<file path="config.mk">
export PLATFORM = sky130hd
export DESIGN_NAME = tpt_ctrl
export DESIGN_NICKNAME = d
export VERILOG_FILES = /design/src/rtl/core/tpt_pkg.sv /design/src/rtl/core/tpt_ctrl.sv
export SDC_FILE = /design/constraint.sdc
export NUM_CORES = 1
export LEC_CHECK = 0
export ABC_AREA = 1
export BUFFER_PORTS_ARGS = -buffer_cell sky130_fd_sc_hd__buf_2
export CAP_MARGIN = 20
export CORE_AREA = 5 5 42 44
export DETAILED_ROUTE_END_ITERATION = 16
export DIE_AREA = 0 0 47 49
export GPL_TIMING_DRIVEN = 1
export PLACE_DENSITY = 0.55
export SYNTH_ARGS = -nofsm -noshare
export SYNTH_HDL_FRONTEND = slang
export SYNTH_SLANG_ARGS = --single-unit
</file>
<file path="constraint.sdc">
create_clock -name clk -period 1.5 [get_ports clk]
set_clock_uncertainty 0.2 [all_clocks]
set_input_delay 0.225 -clock clk [delete_from_list [all_inputs] [get_ports clk]]
set_output_delay 0.225 -clock clk [all_outputs]
set_load 0.01 [all_outputs]
</file>
<file path="src/rtl/core/tpt_pkg.sv">
// Shared types, constants and helpers for the tracker presence table.
// Used by the controller, the datapath and the top level; depends on nothing.
`default_nettype none

package tpt_pkg;

    localparam int TRACKERS      = 64;
    localparam int HIST_DEPTH    = 8;
    localparam int ENT_AW        = $clog2(TRACKERS);
    localparam int CNT_W         = $clog2(TRACKERS + 1);
    localparam int HPOS_W        = $clog2(HIST_DEPTH);
    localparam int HUSED_W       = $clog2(HIST_DEPTH + 1);
    localparam int HIST_AW       = ENT_AW + HPOS_W;
    localparam int HIST_WORDS    = TRACKERS * HIST_DEPTH;

    localparam int CFG_IDX_W     = 3;
    localparam int CFG_DATA_W    = 32;

    localparam logic [CFG_IDX_W-1:0] REG_LOST_TIMEOUT    = 3'd0;
    localparam logic [CFG_IDX_W-1:0] REG_SAMPLE_INTERVAL = 3'd1;
    localparam logic [CFG_IDX_W-1:0] REG_HISTORY_LIMIT   = 3'd2;
    localparam logic [CFG_IDX_W-1:0] REG_NOTIFY_COUNT    = 3'd3;
    localparam logic [CFG_IDX_W-1:0] REG_TRACKER_LIMIT   = 3'd4;

    localparam logic FUNC_REPORT = 1'b0;
    localparam logic FUNC_TICK   = 1'b1;

    typedef struct packed {
        logic        func;
        logic [31:0] now_ms;
        logic [47:0] address;
        logic [7:0]  address_type;
        logic [7:0]  data_length;
        logic [31:0] data_digest;
        logic        tag_format;
    } in_t;

    typedef struct packed {
        logic [5:0] slot;
        logic       matched;
        logic       added;
        logic       dropped;
        logic       storage_full;
        logic       data_updated;
        logic [6:0] lost_count;
    } out_t;

    typedef struct packed {
        logic [31:0] lost_timeout;
        logic [31:0] sample_interval;
        logic [3:0]  history_limit;
        logic [6:0]  notify_count;
        logic [6:0]  tracker_limit;
    } cfg_t;

    // One tracker entry: key, stored payload summary and history ring pointers.
    typedef struct packed {
        logic [47:0]        address;
        logic [7:0]         addr_type;
        logic [7:0]         data_len;
        logic [31:0]        digest;
        logic               tag_flag;
        logic [HPOS_W-1:0]  head;
        logic [HUSED_W-1:0] used;
    } ent_t;

    // One presence history.
    typedef struct packed {
        logic        present;
        logic [31:0] first_seen;
        logic [31:0] last_sample;
        logic [31:0] last_seen;
        logic [31:0] found;
        logic [31:0] lost_time;
    } hist_t;

    typedef enum logic [3:0] {
        ST_IDLE,
        ST_DISPATCH,
        ST_SRCH_RD,
        ST_SRCH_CMP,
        ST_HIT_UPD,
        ST_MISS,
        ST_AGE_RD,
        ST_AGE_RDH,
        ST_AGE_CHK,
        ST_DONE
    } state_t;

    typedef struct packed {
        logic load_item;
        logic ent_rd;
        logic hist_rd;
        logic idx_inc;
        logic hit_update;
        logic miss_update;
        logic age_check;
        logic out_load;
    } cmd_t;

    typedef struct packed {
        logic is_tick;
        logic aging_off;
        logic table_empty;
        logic match;
        logic last_entry;
        logic out_free;
    } stat_t;

    // Ring position of the newest history; an empty ring points at its head.
    function automatic logic [HPOS_W-1:0] newest_pos(input logic [HPOS_W-1:0] head,
                                                     input logic [HUSED_W-1:0] used);
        logic [HUSED_W-1:0] used_eff;
        used_eff = (used == '0) ? HUSED_W'(1) : used;
        return head + HPOS_W'(used_eff - HUSED_W'(1));
    endfunction

endpackage

`default_nettype wire

</file>
<file path="src/rtl/core/tpt_ctrl.sv">
// Sequencer of the tracker presence table: search, update and aging sweeps.
// Depends on tpt_pkg for the state, command and status types.
`default_nettype none

module tpt_ctrl (
    input  wire logic          clk,
    input  wire logic          rst_n,
    input  wire logic          in_valid,
    output logic               in_stall,
    input  wire tpt_pkg::stat_t stat,
    output tpt_pkg::cmd_t      cmd
);
    import tpt_pkg::*;

    state_t state_reg;
    state_t state_next;

    always_ff @(posedge clk or negedge rst_n)
    begin
        if (!rst_n)
        begin
            state_reg <= ST_IDLE;
        end
        else
        begin
            state_reg <= state_next;
        end
    end

    always_comb
    begin
        state_next = state_reg;
        cmd        = '0;
        in_stall   = (state_reg != ST_IDLE);
        unique case (state_reg)
            ST_IDLE:
            begin
                if (in_valid)
                begin
                    cmd.load_item = 1'b1;
                    state_next    = ST_DISPATCH;
                end
            end
            ST_DISPATCH:
            begin
                if (stat.is_tick)
                begin
                    state_next = (stat.aging_off || stat.table_empty) ? ST_DONE : ST_AGE_RD;
                end
                else
                begin
                    state_next = stat.table_empty ? ST_MISS : ST_SRCH_RD;
                end
            end
            ST_SRCH_RD:
            begin
                cmd.ent_rd = 1'b1;
                state_next = ST_SRCH_CMP;
            end
            ST_SRCH_CMP:
            begin
                if (stat.match)
                begin
                    cmd.hist_rd = 1'b1;
                    state_next  = ST_HIT_UPD;
                end
                else if (stat.last_entry)
                begin
                    state_next = ST_MISS;
                end
                else
                begin
                    cmd.idx_inc = 1'b1;
                    state_next  = ST_SRCH_RD;
                end
            end
            ST_HIT_UPD:
            begin
                cmd.hit_update = 1'b1;
                state_next     = ST_DONE;
            end
            ST_MISS:
            begin
                cmd.miss_update = 1'b1;
                state_next      = ST_DONE;
            end
            ST_AGE_RD:
            begin
                cmd.ent_rd = 1'b1;
                state_next = ST_AGE_RDH;
            end
            ST_AGE_RDH:
            begin
                cmd.hist_rd = 1'b1;
                state_next  = ST_AGE_CHK;
            end
            ST_AGE_CHK:
            begin
                cmd.age_check = 1'b1;
                if (stat.last_entry)
                begin
                    state_next = ST_DONE;
                end
                else
                begin
                    cmd.idx_inc = 1'b1;
                    state_next  = ST_AGE_RD;
                end
            end
            ST_DONE:
            begin
                if (stat.out_free)
                begin
                    cmd.out_load = 1'b1;
                    state_next   = ST_IDLE;
                end
            end
            default:
            begin
                state_next = ST_IDLE;
            end
        endcase
    end

endmodule

`default_nettype wire

</file>
# Word-level counts from Yosys, hierarchy flattened
# Cells that the tools add are included.
[word_totals] elab_cells=40 regBits=4 output_inout_bits=9 in_bits=9
[op_classes] eq_ne=11 n_reduce_logical=6 mux=22
[ops] operator="case mux 4 bit (9 select lines)" n=1
[ops] operator="2-to-1 mux 4 bit" n=6
[ops] operator="== test 4 x 3 -> 1 bit, second input constant" n=4
[ops] operator="2-to-1 mux 1 bit" n=11
[ops] operator="== test 4 x 2 -> 1 bit, second input constant" n=2
[ops] operator="== test 4 bit, second input constant" n=2
[ops] operator="2-to-1 mux 3 bit" n=2
[ops] operator="== test 4 x 1 -> 1 bit, second input constant" n=1
[ops] operator="zero test 4 bit" n=1
[ops] operator="inequality test 2 bit, second input constant" n=2
[ops] operator="case mux 1 bit (2 select lines)" n=2
[ops] operator="nonzero test 4 bit" n=1
[ops] operator="OR reduction 2 bit" n=2
[ops] operator="AND reduction 2 bit" n=1
[ops] operator="logical OR 1 bit" n=1

# Logic depth before layout (Yosys ltp)
[logic_depth] ltp_word=4 ltp_mapped=8 ltp_nobuf=8

# Worst setup path before layout
# No wires, ideal clock.
[synth_timing] path_kind="register -> output" from="register state_reg[1]" to="output port cmd[7] (netlist name)" stages_incl_launch_ff=6 n_path_buf=0 arrival_ns=1.008 t_required_ns=1.075 setup_slack_ns=0.067 cell_sequence="dfrtp_1 -> nor2_1 -> inv_1 -> nor2_2 -> inv_1 -> nor2_1"
[synth_lines] item="start: declaration" line="tpt_ctrl.sv:15" text="state_t state_reg;"
[synth_lines] item="start signal: assignment" line="tpt_ctrl.sv:26" text="state_reg <= state_next;"
[synth_lines] item="end: declaration" line="tpt_ctrl.sv:11" text="output tpt_pkg::cmd_t cmd"

==> metrics.txt <==
total wire length 1275 um; Final #Nets approximately 110; Vias/cell roughly 4.5; Pre-antenna DRT Iters 4; mapped cell area around 370 um2; max FFs per register 4; CP Data Required Time 1.07 ns; Tot Pwr 1.217 mW; Die ar. about 2300 um2; Worst-path clk slew roughly 0.05 ns; cell taking the most area after synthesis dfrtp_1; global-route wire length before repair 2014 um; violated checks negative setup slack; register share of total power 0.184; Layout Area Growth over Synthesis 77.70%; initial antenna violation count 0; maximum VDD drop 1.034 mV; num rows 14; Syn Inst Count between 60 and 70; CTS tree done; DRC violations left 0; CTS H-tree lvls 1; Yosys cell types 15; sequential cell area fraction in the yosys report 0.2703; Place WS roughly 0.0071 ns; Die Height just under 50 um; #FFs+latches synth 4; dpl hpwl between 900 and 1000 um; clk_lat worst skew ~0.25 ns; final period utilization 1.137; Routed WL per cell around 11 um; total power divided by cell area between 1500 and 2000 nW/um2; LEAKAGE slightly below 0.4 nW; critical path type flip-flop to output port; Die Span X about 47 um; CP Data Arrival Time roughly 1.3 ns; fmax between 0.5 and 0.6 GHz; Core ar. 1401 um2; CP max FO 3; Global Route Usage Sum 0.1186; Net Sw Power 0.5693 mW; ranking of synthesized cells by area dfrtp_1, inv_1, nor2_1, nand2_1, nand3_1; Clock power frac 0.116; layout cell share with drive strength beyond 1 0.4900; Max Cap Viol 0; Post-Syn Area per Cell 5.611 um2; Non-Filler Instances 116; Yosys top cell area share 0.2703; count leader, synth inv_1; EDFF count, synth 0; synth cell count leaders inv_1, nor2_1, nand2_1; Final Wtd Congestion 0.8395; Final Max Tran Viols 0; total CTS buffers 3; CP Launch Type flip-flop; initial DRC count 18; CTS Root Cell clkbuf_4; ANT nets after route 0; Worst Tran Pin Value roughly 0.21 ns; Overflow after GRT 0; Setup crit end kind output port; Final setup viols 9; Fin Hold WS between 0.07 and 0.08 ns; vias in the first global route slightly below 500; worst relative slew slack 0.8585; Synth Net Count 75; Starting Density 0.2643; setup ws final -0.2062 ns; ys async rst share 1.000; post-layout minimum cycle time ~1.7 ns; RSZ-0062 raised after global routing yes; clock sink total 4; worst min path class primary input to flip-flop; Via Count between 500 and 600; I/O pins 18; Synth warnings 0; outcome finished with violations; antenna fix cells 0; switching share of power 0.4679; Hold Vio Cnt, Final 0; placed instance count approximately 110; IO Port Bufs 17; P_int between 0.6 and 0.7 mW; largest net degree at the start of global routing 5; Gate power share 0.700; fin util 0.4696; Main synth FF type dfrtp_1; clock tree buffer depth 2
-- layout make-up --
cell class,instances,area (um2)
multi-input combinational,46,259.0
tap,16,20.02
sequential,4,103.9
timing repair buffer,31,192.7
clock buffer,3,22.52
inverter,16,60.06
fill,156,743.2
-- power by group through the flow --
stage               registers [mW]  logic [mW]  clock network [mW]
floorplan                    0.196       0.369                   0
global placement             0.206       0.657                   0
detailed placement           0.207       0.656                   0
CTS                          0.205       0.764               0.147
global route                 0.232       0.938               0.153
finish                       0.224       0.851               0.142
-- worst max-delay path: stages, from the launching register on --
cell and delay [ns]:
dfrtp_2 0.43, nor2_4 0.12, inv_1 0.10, nor2_2 0.12
nand3_2 0.09, nand2_1 0.06, buf_2 0.12
-- worst paths after layout --
| path | to | from | cells after the start | slack (ns) |
|---|---|---|---|---|
| max in group asynchronous | state_reg[3] | rst_n | 2 | 0.84 |
| setup / recovery | cmd[4] | state_reg[2] | 6 | -0.21 |
| min in group asynchronous | state_reg[1] | rst_n | 2 | 0.11 |
| setup reg to reg | state_reg[0] | state_reg[3] | 9 | 0.06 |
| hold reg to reg | state_reg[2] | state_reg[1] | 3 | 0.53 |
| hold / removal | state_reg[2] | stat[3] | 3 | 0.07 |
-- repair_timing --
item                       in CTS  in global routing
hold buffers                    1                  0
hold endpoints to repair        4                  0
setup buffers                   4                  1
gates cloned                    0                  0
setup endpoints to repair       9                 10
gates resized for setup         8                  9
pin swaps                       2                  3
-- layout by cell type (no fill, tap or decap), types with 2 or more instances in the layout --
cell type	instances
nor2_4	4
nor2_2	3
inv_1	13
a21oi_1	2
dfrtp_2	3
clkbuf_4	3
inv_2	3
o21ai_0	2
nor2_1	9
nand2_1	12
nand3_1	7
buf_4	13
buf_2	17
-- per-stage QoR --
stage	setup TNS [ns]	cell area, um2
final	-1.276	658.1
after global routing	-1.971	658.1
after CTS	-1.087	618.1
after detailed placement	0	535.5
after global placement	0	535.5
after floorplan	0	370.4
-- metal layers --
layer,vias up,global-route usage,share of wire
met3,2,0.04797,0.047
met1,240,0.1353,0.42
met5,-,0,0
li1,274,-,-
met4,0,0.02765,0.0094
met2,11,0.1991,0.52
-- logic make-up after synthesis --
kind of cell	synth area share
flip-flops	0.2703
AND/OR/NAND/NOR	0.4527
buffers and inverters	0.1621
AO/OA/AOI/OAI	0.1149
Note: power is estimated with default switching activity, not from simulation.
